$ cat src/rtl/gcl_pkg.sv
// ----------------------------------------------------------------------------
// gcl_pkg
// Shared types and character codes for the G-code line checker.
// ----------------------------------------------------------------------------
`default_nettype none

package gcl_pkg;

    localparam int CH_W   = 8;
    localparam int NUM_W  = 32;
    localparam int STAT_W = 3;

    localparam logic [CH_W-1:0] CH_CR    = 8'h0D;
    localparam logic [CH_W-1:0] CH_LF    = 8'h0A;
    localparam logic [CH_W-1:0] CH_COLON = 8'h3A;
    localparam logic [CH_W-1:0] CH_SEMI  = 8'h3B;
    localparam logic [CH_W-1:0] CH_N     = 8'h4E;
    localparam logic [CH_W-1:0] CH_STAR  = 8'h2A;
    localparam logic [CH_W-1:0] CH_SPACE = 8'h20;
    localparam logic [CH_W-1:0] CH_MINUS = 8'h2D;
    localparam logic [CH_W-1:0] CH_ZERO  = 8'h30;
    localparam logic [CH_W-1:0] CH_NINE  = 8'h39;

    // Number parser phase after a key character
    typedef enum logic [1:0] {
        PH_SIGN   = 2'd0,
        PH_DIGITS = 2'd1,
        PH_DONE   = 2'd2
    } t_phase;

    // Line verdict codes
    typedef enum logic [STAT_W-1:0] {
        ST_OK_PLAIN    = 3'd0,
        ST_OK_NUMBERED = 3'd1,
        ST_BAD_LINE    = 3'd2,
        ST_BAD_SUM     = 3'd3,
        ST_NO_SUM      = 3'd4
    } t_status;

    // One verdict leaving the line controller
    typedef struct packed {
        logic                    valid;
        t_status                 status;
        logic [NUM_W-1:0]        last_line;
    } t_result;

endpackage

`default_nettype wire

$ cat src/rtl/gcl_num_parser.sv
// ----------------------------------------------------------------------------
// gcl_num_parser
// Decimal number after a key: optional minus, digits, wraps at 32 bits.
// ----------------------------------------------------------------------------
`default_nettype none

module gcl_num_parser (
    input  wire logic                      i_clk,
    input  wire logic                      i_rst_n,
    input  wire logic                      i_clear,
    input  wire logic                      i_en,
    input  wire logic [gcl_pkg::CH_W-1:0]  i_ch,
    output logic      [gcl_pkg::NUM_W-1:0] o_value
);
    import gcl_pkg::*;

    t_phase             r_phase, n_phase;
    logic               r_neg, n_neg;
    logic [NUM_W-1:0]   r_val, n_val;
    logic               is_digit;
    logic [NUM_W-1:0]   digit;

    assign is_digit = (i_ch >= CH_ZERO) && (i_ch <= CH_NINE);
    assign digit    = {{(NUM_W-CH_W){1'b0}}, i_ch - CH_ZERO};

    always_comb begin
        n_phase = r_phase;
        n_neg   = r_neg;
        n_val   = r_val;
        if (i_clear) begin
            n_phase = PH_SIGN;
            n_neg   = 1'b0;
            n_val   = '0;
        end else if (i_en && (r_phase != PH_DONE)) begin
            priority if (is_digit) begin
                // times ten as two shifts and an add
                n_val   = (r_val << 3) + (r_val << 1) + digit;
                n_phase = PH_DIGITS;
            end else if ((r_phase == PH_SIGN) && (i_ch == CH_MINUS)) begin
                n_neg   = 1'b1;
                n_phase = PH_DIGITS;
            end else begin
                n_phase = PH_DONE;
            end
        end
    end

    always_ff @(posedge i_clk) begin
        if (!i_rst_n) begin
            r_phase <= PH_SIGN;
            r_neg   <= 1'b0;
            r_val   <= '0;
        end else begin
            r_phase <= n_phase;
            r_neg   <= n_neg;
            r_val   <= n_val;
        end
    end

    assign o_value = r_neg ? (NUM_W'(0) - r_val) : r_val;

endmodule

`default_nettype wire

$ cat src/rtl/gcl_line_ctrl.sv
// ----------------------------------------------------------------------------
// gcl_line_ctrl
// Line framing, comment drop, checksum XOR and line verdict.
// ----------------------------------------------------------------------------
`default_nettype none

module gcl_line_ctrl (
    input  wire logic                     i_clk,
    input  wire logic                     i_rst_n,
    input  wire logic                     i_adv,
    input  wire logic [gcl_pkg::CH_W-1:0] i_ch,
    output gcl_pkg::t_result              o_res
);
    import gcl_pkg::*;

    logic               r_in_comment, n_in_comment;
    logic               r_nonempty, n_nonempty;
    logic               r_seen_n, n_seen_n;
    logic               r_seen_star, n_seen_star;
    logic [CH_W-1:0]    r_xor, n_xor;
    logic [NUM_W-1:0]   r_last_good, n_last_good;

    logic               is_end, kept, clr;
    logic [NUM_W-1:0]   num_value, star_value;
    t_status            status;

    assign is_end = (i_ch == CH_CR) || (i_ch == CH_LF) ||
                    ((i_ch == CH_COLON) && !r_in_comment);
    assign kept   = !is_end && !r_in_comment && (i_ch != CH_SEMI);
    assign clr    = i_adv && is_end;

    gcl_num_parser u_num (
        .i_clk   (i_clk),
        .i_rst_n (i_rst_n),
        .i_clear (clr),
        .i_en    (i_adv && kept && r_seen_n),
        .i_ch    (i_ch),
        .o_value (num_value)
    );

    gcl_num_parser u_star (
        .i_clk   (i_clk),
        .i_rst_n (i_rst_n),
        .i_clear (clr),
        .i_en    (i_adv && kept && r_seen_star),
        .i_ch    (i_ch),
        .o_value (star_value)
    );

    always_comb begin
        priority if (!r_seen_n) begin
            status = ST_OK_PLAIN;
        end else if (num_value != (r_last_good + NUM_W'(1))) begin
            status = ST_BAD_LINE;
        end else if (!r_seen_star) begin
            status = ST_NO_SUM;
        end else if (star_value != {{(NUM_W-CH_W){1'b0}}, r_xor}) begin
            status = ST_BAD_SUM;
        end else begin
            status = ST_OK_NUMBERED;
        end
    end

    always_comb begin
        n_in_comment = r_in_comment;
        n_nonempty   = r_nonempty;
        n_seen_n     = r_seen_n;
        n_seen_star  = r_seen_star;
        n_xor        = r_xor;
        n_last_good  = r_last_good;
        if (is_end) begin
            n_in_comment = 1'b0;
            n_nonempty   = 1'b0;
            n_seen_n     = 1'b0;
            n_seen_star  = 1'b0;
            n_xor        = '0;
            if (r_nonempty && (status == ST_OK_NUMBERED)) begin
                n_last_good = r_last_good + NUM_W'(1);
            end
        end else if (kept) begin
            n_nonempty = 1'b1;
            if (!r_seen_star) begin
                if (i_ch == CH_STAR) begin
                    n_seen_star = 1'b1;
                end else begin
                    n_xor = r_xor ^ i_ch;
                end
            end
            if (i_ch == CH_N) begin
                n_seen_n = 1'b1;
            end
        end else if (i_ch == CH_SEMI) begin
            n_in_comment = 1'b1;
        end
    end

    always_ff @(posedge i_clk) begin
        if (!i_rst_n) begin
            r_in_comment <= 1'b0;
            r_nonempty   <= 1'b0;
            r_seen_n     <= 1'b0;
            r_seen_star  <= 1'b0;
            r_xor        <= '0;
            r_last_good  <= '0;
        end else if (i_adv) begin
            r_in_comment <= n_in_comment;
            r_nonempty   <= n_nonempty;
            r_seen_n     <= n_seen_n;
            r_seen_star  <= n_seen_star;
            r_xor        <= n_xor;
            r_last_good  <= n_last_good;
        end
    end

    assign o_res.valid     = is_end && r_nonempty;
    assign o_res.status    = status;
    assign o_res.last_line = n_last_good;

endmodule

`default_nettype wire

$ cat src/rtl/gcode_line_checker_top.sv
// ----------------------------------------------------------------------------
// gcode_line_checker_top
// Checks G-code lines for line number sequence and XOR checksum.
// ----------------------------------------------------------------------------
//  channel   dir  tdata bits                         meaning
//  s_axis    in   [7:0] ch                           one received character
//  m_axis    out  [2:0] status, [34:3] last_line     one verdict per line
//
//  One character per cycle while the verdict path is not stalled; the
//  per-character update is a multiply-by-ten accumulate in each number parser.
//  A verdict follows the acceptance of its line end: the character waits
//  in the input register, then the verdict register loads.
//  Reset (synchronous, active low) clears all line state and the counter.
//  A stalled output holds the verdict; the input register keeps taking items
//  while it is empty or the output register is free or being drained this cycle.
// ----------------------------------------------------------------------------
`default_nettype none

module gcode_line_checker_top (
    input  wire logic        i_clk,
    input  wire logic        i_rst_n,
    // slave side: [7:0] ch
    input  wire logic        i_s_tvalid,
    output logic             o_s_tready,
    input  wire logic [7:0]  i_s_tdata,
    // master side: [2:0] status, [34:3] last_line, [39:35] zero
    output logic             o_m_tvalid,
    input  wire logic        i_m_tready,
    output logic [39:0]      o_m_tdata
);
    import gcl_pkg::*;

    localparam int OUT_W = STAT_W + NUM_W;

    logic               r_in_valid;
    logic [CH_W-1:0]    r_in_ch;
    logic               r_out_valid;
    logic [OUT_W-1:0]   r_out_data;
    logic               out_free, adv;
    t_result            res;

    // Advance the held item whenever the result register can take a verdict
    assign out_free   = !r_out_valid || i_m_tready;
    assign adv        = r_in_valid && out_free;
    assign o_s_tready = !r_in_valid || adv;

    always_ff @(posedge i_clk) begin
        if (!i_rst_n) begin
            r_in_valid <= 1'b0;
        end else if (o_s_tready) begin
            r_in_valid <= i_s_tvalid;
        end
    end

    always_ff @(posedge i_clk) begin
        if (o_s_tready && i_s_tvalid) begin
            r_in_ch <= i_s_tdata;
        end
    end

    gcl_line_ctrl u_ctrl (
        .i_clk   (i_clk),
        .i_rst_n (i_rst_n),
        .i_adv   (adv),
        .i_ch    (r_in_ch),
        .o_res   (res)
    );

    // Result register: load a verdict on advance, drop it once taken
    always_ff @(posedge i_clk) begin
        if (!i_rst_n) begin
            r_out_valid <= 1'b0;
        end else if (adv) begin
            r_out_valid <= res.valid;
        end else if (i_m_tready) begin
            r_out_valid <= 1'b0;
        end
    end

    always_ff @(posedge i_clk) begin
        if (adv && res.valid) begin
            r_out_data <= {res.last_line, res.status};
        end
    end

    assign o_m_tvalid = r_out_valid;
    assign o_m_tdata  = {{(40-OUT_W){1'b0}}, r_out_data};

    // Full input register behind a stalled verdict must block new items
    a_stall_blocks: assert property (@(posedge i_clk) disable iff (!i_rst_n)
        (r_in_valid && r_out_valid && !i_m_tready) |-> !o_s_tready)
        else $error("input taken while pipeline stalled");

    // Delivered verdict code is always a defined one
    a_status_range: assert property (@(posedge i_clk) disable iff (!i_rst_n)
        o_m_tvalid |-> (o_m_tdata[2:0] <= 3'd4))
        else $error("undefined verdict code");

    // A numbered accept advances the counter by exactly one
    a_count_step: assert property (@(posedge i_clk) disable iff (!i_rst_n)
        (adv && res.valid && (res.status == ST_OK_NUMBERED)) |=>
        (r_out_data[OUT_W-1:STAT_W] == $past(u_ctrl.r_last_good) + NUM_W'(1)))
        else $error("line counter step");

    // Nothing is offered right after reset
    a_reset_empty: assert property (@(posedge i_clk)
        (i_rst_n && $past(!i_rst_n)) |-> !o_m_tvalid)
        else $error("output valid after reset");

endmodule

`default_nettype wire

$ cat config.mk
export PLATFORM = sky130hd
export DESIGN_NAME = gcode_line_checker_top
export DESIGN_NICKNAME = d
export VERILOG_FILES = /design/src/rtl/gcl_pkg.sv /design/src/rtl/gcl_num_parser.sv /design/src/rtl/gcl_line_ctrl.sv /design/src/rtl/gcode_line_checker_top.sv
export SDC_FILE = /design/constraint.sdc
export NUM_CORES = 1
export LEC_CHECK = 0
export ABC_AREA = 1
export BUFFER_PORTS_ARGS = -buffer_cell sky130_fd_sc_hd__buf_2
export CAP_MARGIN = 20
export CORE_ASPECT_RATIO = 1.2
export CORE_UTILIZATION = 35
export CTS_CLUSTER_DIAMETER = 120
export DETAILED_ROUTE_END_ITERATION = 10
export PLACE_DENSITY = 0.61
export SLEW_MARGIN = 20
export SYNTH_ARGS = -nofsm -noshare
export SYNTH_HDL_FRONTEND = slang
export SYNTH_SLANG_ARGS = --single-unit
$ cat constraint.sdc
create_clock -name i_clk -period 4.8 [get_ports i_clk]
set_clock_uncertainty 0.1 [all_clocks]
set_input_delay 0.96 -clock i_clk [delete_from_list [all_inputs] [get_ports i_clk]]
set_output_delay 0.96 -clock i_clk [all_outputs]
set_load 0.005 [all_outputs]
Word level (Yosys, flattened, before mapping)
Cells that the tools add are included.

word-level totals
  flip-flop bits (word level) = 159
  memory bits (writable) = 0
  ROM bits = 0
  memories = 0
  logic and storage cells = 115
  bits in latches = 0
  input bits = 12
  output and inout bits = 42

operators by class
  multipliers = 0
  reductions and logical operators = 40
  magnitude comparators = 2
  shift operators = 0
  bitwise logic cells = 3
  add/sub/neg operators = 8
  div/mod/pow operators = 0
  equality and inequality tests = 16
  muxes and demuxes = 30

operators with widths
  kind                   count
  $mux 32                4
  $add 32x32->32         2
  $add 32x8->32          2
  $sub 1x32->32 const A  2
  $add 32x1->32 const B  1
  $eq 8x6->1 const B     4
  $mux 8                 4
  $ne 32x32->1           1
  $ne 32x8->1            1
  $logic_and 1x1->1      17
  $eq 8x4->1 const B     2
  $mux 1                 14
  $reduce_and 3->1       4
  $mux 2                 5
  $mux 3                 3
  $eq 8x7->1 const B     1
  $ge 8x6->1 const B     1
  $le 8x6->1 const B     1
  $ne 8x6->1 const B     1
  $reduce_bool 2->1      4
  $sub 8x6->8 const B    1
  $xor 8x8->8            1
  $ne 2x2->1 const B     3
  $reduce_and 2->1       3
  other kinds (8)        17

Logic depth before layout (Yosys ltp)
Gate-level depths: netlist of the first run.

  depth in word-level cells = 11
  depth in mapped cells = 23
  depth with buffers taken out = 23

Cells and area by module
From an unflattened synthesis of the first run, not the netlist that was laid out.

unflattened totals
  cells, all modules = 2,592
  area, all modules = 16,111.7 sq um

modules (own cells, without submodules)
  module                           seq. area each (sq um)  cells each  area an instance (sq um)  times used
  gcl_num_parser at u_ctrl.u_star  700.7                   838         5,023.6                   1
  gcl_num_parser at u_ctrl.u_num   700.7                   835         4,969.8                   1
  gcl_line_ctrl                    880.8                   853         4,678.2                   1
  gcode_line_checker_top           1,331.3                 66          1,440.1                   1

Worst setup path after synthesis of the first run
Ideal clock, no wire load.

  path type = register -> register
  start point = reg r_in_ch[4]
  end point = reg u_ctrl.u_star.r_val[27]
  cell stages (with the launch flop) = 19
  buffers on the path = 0
  library setup time = 0.109 ns
  arrival time = 3.306 ns
  clock period less this slack = 3.515 ns
  required time = 4.591 ns
  setup slack = 1.285 ns
  cell sequence = edfxtp_1 ha_1 xor2_1 fa_1 inv_1 ha_1 nand2_1 inv_1 a21oi_1 o21ai_0 a21oi_1 o21ai_0 a21boi_0 o21ai_0 nand2_1 nand3_1 nand3_1 nand2_1 inv_1

on the way
  word-level cells in the longest chain between the ends = 10

ends and longest elaborated chain
  element                                                                 RTL line                      text
  start: declaration                                                      gcode_line_checker_top.sv:36  logic [CH_W-1:0] r_in_ch;
  start signal: assignment                                                gcode_line_checker_top.sv:57  r_in_ch <= i_s_tdata;
  parallel branches: the longest is 10 deep, another holds $add 32x8->32  --
  end signal: assignment                                                  gcl_num_parser.sv:56          r_val <= n_val;
  end: declaration                                                        gcl_num_parser.sv:19          logic [NUM_W-1:0] r_val, n_val;

Several ways; the timed one is not identified.
A chain may end at the register's enable or synchronous reset.

Worst setup path in the final report of the first run
Same ends and word-level chain as after synthesis.

==> flow_summary_export.csv, run 1 <==
group,metric,value,unit
cells_and_area,drive_gt1_share,5.37,%
worst_setup_path,critPathCaptureType,"flop",
global_route,grt_overflow,0,
cells_and_area,utilization,39.2,%
placement,gp_congestion,0.957,
die,die_h,223,um
logic_synthesis,postSynthCellCount,2248,
worst_setup_path,worst-path-max-fanout,5,
clock_tree,cts_hold_buf,0,
die,die_x,186,um
clock_tree,post_cts_resized,0,
sta,max_slew_margin,32.2,%
cells_and_area,final_cell_mix,"nand2_1, inv_1, nand3_1",
logic_synthesis,async_flop_share,0,%
power_and_ir_drop,p_sw_share,27.8,%
placement,placed_cells,2791,
sta,period_share,86.1,%
routing,drc,0,
die,top_level_ports,54,
clock_tree,clk_latency,0.49,ns
flow_run,maxCapViolations,0,
logic_synthesis,ys_seq_area_share,25.3,%
power_and_ir_drop,combPwrFrac,9.5,%
power_and_ir_drop,clkPwrFrac,46.1,%
sta,finalHoldViolCount,0,
worst_setup_path,crit_chain,"ha_1, xor2_1, fa_1, inv_1, ha_1, nand2_1, inv_1, a21oi_1, o21ai_0, a21oi_1, o21ai_0, a21boi_0, o21ai_0, nand2_1, nand3_1, nand3_1, nand2_1, inv_1",
worst_setup_path,required,5.09,ns
clock_tree,max-clock-path-buffers,2,
worst_setup_path,worstSetupPathType,"flop to flop",
global_route,antenna_found_initial,0,
routing,dr.first_iter.drc_count,815,
global_route,track_usage,20.0,%
die,start_util,35.7,%
worst_setup_path,cpMaxStageDelayCell,"fa_1",
power_and_ir_drop,max-vdd-ir-drop,0.000261,V
clock_tree,clock_sinks,159,
power_and_ir_drop,power.density,208,nW/um^2
sta,worstMarginPinSlew,1.02,ns
logic_synthesis,ys.flop_type,"dfxtp_1",
sta,rsz0062_at_grt,"false",
cells_and_area,synthToLayoutAreaGrowth,9.74,%
placement,post-dp-hpwl,32700,um
cells_and_area,nFillCells,4272,
cells_and_area,layout_commonest_cell,"nand2_1",
power_and_ir_drop,leakagePower,0.00833,uW
worst_setup_path,crit_arrival,4.43,ns
clock_tree,cts_post_setup_buffers_inserted,0,
cells_and_area,final_area,15700,sq um
cells_and_area,register_area,3610,sq um
sta,max_freq,242,MHz
routing,drt_wl_total,41300,um
cells_and_area,diodes,0,
worst_hold_path,hold_path_class,"flop to flop",
logic_synthesis,synth_edf_count,43,
clock_tree,cts_tree,"done",
global_route,grt_pass1_wl,67100,um
clock_tree,ctsRootBufferMaster,"clkbuf_16",
worst_setup_path,start_kind,"flop",
routing,firstDrtPassIters,5,
sta,slew_viol_final,0,
die,core_area,39900,sq um
die,rows,80,
power_and_ir_drop,power_frac_seq,44.4,%
clock_tree,path_clk_slew,0.08,ns
power_and_ir_drop,power_switching,905,uW
global_route,grt_start_max_net_pins,64,
routing,viasPerCell,5.11,
power_and_ir_drop,intPower,2350,uW
logic_synthesis,syn_avg_cell_area,6.35,sq um
die,die_area,41600,sq um
worst_setup_path,r2r_slack,0.67,ns
placement,io_buffers,48,
clock_tree,cts_buffers,17,
logic_synthesis,syn_area,14300,sq um
logic_synthesis,ys_seq_elements,159,
global_route,grt_pass1_vias,13600,
routing,wl_per_cell,14.6,um
cells_and_area,multi_input_area,9240,sq um
sta,fin_tns_setup,0,ns
routing,vias,14400,
outcome,status,"finished clean",
cells_and_area,stdcell_count,2823,
logic_synthesis,ys_types,50,
worst_setup_path,cpPeakStageDelay,0.50,ns
cells_and_area,nNetsFinal,2415,
placement,post_dp_cell_area,15000,sq um
sta,period_needed,4.13,ns
sta,setup_viol,0,
logic_synthesis,yosysWarnings,0,
clock_tree,cts-htree-levels,4,
routing,antenna_left,0,
## per-stage QoR
stage / hold WS (ns) / worst slack (ns) / power (uW)
floorplan: 0.341 / 1.29 / 1690
global placement: 0.357 / 0.734 / 1770
detailed placement: 0.367 / 0.656 / 1780
CTS: 0.385 / 0.651 / 3290
global route: 0.419 / 0.327 / 3390
finish: 0.382 / 0.667 / 3250
## final cells by class
class / instances / area share (%)
multi-input combinational: 1724 / 59.0
sequential: 159 / 23.1
inverter: 314 / 7.52
tap: 533 / 4.26
clock buffer: 18 / 2.74
timing repair buffer: 61 / 2.16
clock inverter: 14 / 1.25
## cell usage after synthesis (all sizes together) (23+ instances only)
cell / number / area share [%]
nand4: 27 / 1.2
a21oi: 181 / 6.3
o21ai: 146 / 5.1
nor3: 28 / 1.0
buf: 23 / 1.0
nand2: 607 / 16
clkbuf: 32 / 0.84
ha: 114 / 10
inv: 312 / 8.2
edfxtp: 43 / 9.0
xnor2: 36 / 2.2
nor2: 227 / 6.4
dfxtp: 116 / 16
xor2: 43 / 2.7
nand3: 222 / 7.8
## routing by layer
| layer | wire length, um | track usage, % | vias up |
|---|---|---|---|
| met3 | 1130 | 2.34 | 86 |
| met4 | 1640 | 9.81 | 0 |
| met2 | 21300 | 36.9 | 316 |
| li1 | - | - | 7444 |
| met1 | 17200 | 22.6 | 6588 |
| met5 | 0 | 0 | - |
## worst paths after layout
check	to	from	depth (start not counted)
worst max register to register	u_ctrl.u_star.r_val[27]	r_in_ch[4]	18
worst min register to register	u_ctrl.r_nonempty	u_ctrl.r_nonempty	2
worst min-delay path	u_ctrl.r_nonempty	u_ctrl.r_nonempty	2
worst max-delay path	u_ctrl.u_star.r_val[27]	r_in_ch[4]	18
## power groups by stage
stage	registers, uW	clock network [uW]	logic, uW
global placement	1470	0	300
finish	1440	1500	308
detailed placement	1470	0	306
CTS	1440	1540	308
global route	1450	1590	352
floorplan	1460	0	233
## sequential cells by signal, indices dropped and copies added, names as in the netlist, 2 cells and up
| signal | count |
|---|---|
| r_in_ch | 8 |
| r_out_data | 35 |
| u_ctrl.r_last_good | 32 |
| u_ctrl.r_xor | 8 |
| u_ctrl.u_num.r_phase | 2 |
| u_ctrl.u_num.r_val | 32 |
| u_ctrl.u_star.r_phase | 2 |
| u_ctrl.u_star.r_val | 32 |
## logic make-up after synthesis
| logic type | after synthesis | share of synthesized area [%] |
|---|---|---|
| AND/OR/NAND/NOR | 1129 | 33.4 |
| AO/OA/AOI/OAI | 385 | 14.6 |
| buffers and inverters | 369 | 10.1 |
| flip-flops | 159 | 25.3 |
| adder cells (fa/ha/maj) | 126 | 11.7 |
| XOR/XNOR | 79 | 4.90 |
| other | 1 | 0.0263 |
## worst max-delay path: cells and delay by family (launching register included)
kind | cells | cell delay (ns)
XOR/XNOR | 1 | 0.19
AO/OA/AOI/OAI | 6 | 1.63
buffers and inverters | 3 | 0.13
adder cells (fa/ha/maj) | 3 | 1.10
AND/OR/NAND/NOR | 5 | 0.44
flip-flops | 1 | 0.44
Power figures use the tool's default switching activity.
==> run 2: changes to the inputs <==
- clock period: 4.8 -> 4.7 ns (I/O delays scaled with it)
==> run 2 against run 1 <==
Effect of this change:
- worst hold slack gained 0.014 ns
- global-route usage barely moved
- largest cell class unchanged
- sequential cell count is the same
- critical path type unchanged
- sequential share of layout area up 0.076 points
- sequential power up 3%
- utilization down 0.12 points
- clock-buffer cell count grew 1
- final cell count barely moved
==> flow_summary_export.csv, run 2 (same netlist as run 1, synthesis figures left out) <==
group,metric,value,unit
global_route,grt_start_max_net_pins,64,
outcome,status,"finished clean",
cells_and_area,utilization,39.1,%
clock_tree,cts_buffers,17,
flow_run,maxCapViolations,0,
global_route,grt_pass1_wl,67200,um
worst_setup_path,critPathCaptureType,"flop",
clock_tree,cts_hold_buf,0,
routing,firstDrtPassIters,5,
die,die_x,186,um
sta,worstMarginPinSlew,1.00,ns
sta,rsz0062_at_grt,"false",
sta,max_slew_margin,33.0,%
worst_hold_path,hp-start,"u_ctrl.u_star.r_phase[1]",
placement,gp_congestion,0.988,
cells_and_area,diodes,0,
worst_setup_path,worstSetupPathType,"flop to flop",
clock_tree,cts-htree-levels,4,
worst_setup_path,r2r-start,"r_in_ch[4]",
worst_setup_path,required,4.98,ns
routing,antenna_left,0,
sta,finalHoldViolCount,0,
clock_tree,cts_tree,"done",
die,top_level_ports,54,
sta,slew_viol_final,0,
cells_and_area,nFillCells,4202,
sta,max_freq,240,MHz
placement,post_dp_cell_area,15000,sq um
routing,drc,0,
worst_setup_path,worst-path-max-fanout,5,
worst_setup_path,r2r_slack,0.53,ns
worst_setup_path,crit_arrival,4.45,ns
worst_hold_path,hold_end,"u_ctrl.u_star.r_phase[1]",
placement,io_buffers,48,
global_route,track_usage,19.9,%
clock_tree,ctsRootBufferMaster,"clkbuf_16",
cells_and_area,multi_input_area,9240,sq um
clock_tree,clk_latency,0.47,ns
sta,period_needed,4.17,ns
routing,vias,14400,
sta,period_share,88.7,%
die,rows,80,
die,die_area,41600,sq um
power_and_ir_drop,max-vdd-ir-drop,0.000280,V
routing,wl_per_cell,14.6,um
cells_and_area,final_area,15600,sq um
placement,post-dp-hpwl,32800,um
cells_and_area,drive_gt1_share,5.46,%
worst_hold_path,holdPathStages,2,
clock_tree,clock_sinks,159,
clock_tree,max-clock-path-buffers,2,
power_and_ir_drop,leakagePower,0.00832,uW
clock_tree,cts_post_setup_buffers_inserted,0,
routing,viasPerCell,5.11,
sta,setup_viol,0,
sta,fin_tns_setup,0,ns
cells_and_area,register_area,3610,sq um
placement,place_ws,0.516,ns
global_route,grt_pass1_vias,13600,
worst_setup_path,r2r_cells,19,
worst_setup_path,worstReg2RegEnd,"u_ctrl.u_star.r_val[27]",
clock_tree,post_cts_resized,0,
global_route,grt_overflow,0,
power_and_ir_drop,power.density,205,nW/um^2
routing,drt_wl_total,41300,um
worst_setup_path,start_kind,"flop",
die,core_area,39900,sq um
sta,finalWorstSetupSlack,0.529,ns
global_route,antenna_found_initial,0,
clock_tree,path_clk_slew,0.08,ns
cells_and_area,nNetsFinal,2416,
cells_and_area,final_cell_mix,"nand2_1, inv_1, nand3_1",
cells_and_area,layout_commonest_cell,"nand2_1",
cells_and_area,synthToLayoutAreaGrowth,9.41,%
cells_and_area,regMostFlops,"r_out_data",
routing,dr.first_iter.drc_count,725,
die,die_h,223,um
sta,holdWs,0.396,ns
die,start_util,35.7,%
worst_hold_path,hold_path_class,"flop to flop",
cells_and_area,largest_register_ff_count,35,
==> run 2: layer usage <==
| layer | routed length (um) | GRT usage (%) | vias up |
|---|---|---|---|
| met5 | 0 | 0 | - |
| met4 | 1390 | 8.98 | 0 |
| met3 | 1430 | 2.28 | 76 |
| met2 | 21200 | 37.2 | 328 |
| met1 | 17300 | 22.6 | 6598 |
| li1 | - | - | 7420 |
==> run 2: area by class of cell <==
type	instances	share of cell area [%]
clock buffers	19	2.84
clock inverters	13	0.817
well taps	533	4.27
flip-flops and latches	159	23.1
repair buffers	62	2.21
inverters	314	7.55
multi-input cells	1724	59.2
==> run 2: power breakdown <==
| group | switching [uW] | internal, uW | total, uW |
|---|---|---|---|
| combinational | 210 | 106 | 315 |
| sequential | 39.6 | 1440 | 1480 |
| clock | 651 | 755 | 1410 |
==> run 2: metrics by stage <==
| stage | instances | total power (uW) |
|---|---|---|
| global route | 2824 | 3330 |
| detailed placement | 2792 | 1820 |
| finish | 2824 | 3200 |
| global placement | 2792 | 1810 |
| CTS | 2824 | 3230 |
| floorplan | 2252 | 1730 |
==> run 2: how the worst max path moves through the flow <==
stage | from | slack, ns | to | cells after the start
final | r_in_ch[4] | 0.53 | u_ctrl.u_star.r_val[27] | 19
after global routing | r_in_ch[4] | 0.06 | u_ctrl.u_star.r_val[27] | 19
after CTS | r_in_ch[4] | 0.50 | u_ctrl.u_star.r_val[27] | 19
after detailed placement | r_in_ch[4] | 0.52 | u_ctrl.u_star.r_val[27] | 19
after global placement | r_in_ch[4] | 0.64 | u_ctrl.u_star.r_val[27] | 18
after floorplan | r_in_ch[4] | 1.19 | u_ctrl.u_star.r_val[27] | 18
==> run 2: worst max-delay path, cell delays in order, from the launching register on <==
cell      delay, ns
edfxtp_1       0.44
inv_1          0.15
ha_1           0.30
inv_1          0.07
fa_1           0.48
inv_1          0.04
ha_1           0.34
nand2_1        0.09
inv_1          0.06
a21oi_1        0.08
o21ai_0        0.44
a21oi_1        0.17
o21ai_0        0.37
a21boi_0       0.21
o21ai_0        0.34
nand2_1        0.12
nand3_1        0.09
nand3_1        0.08
nand2_1        0.07
inv_1          0.04
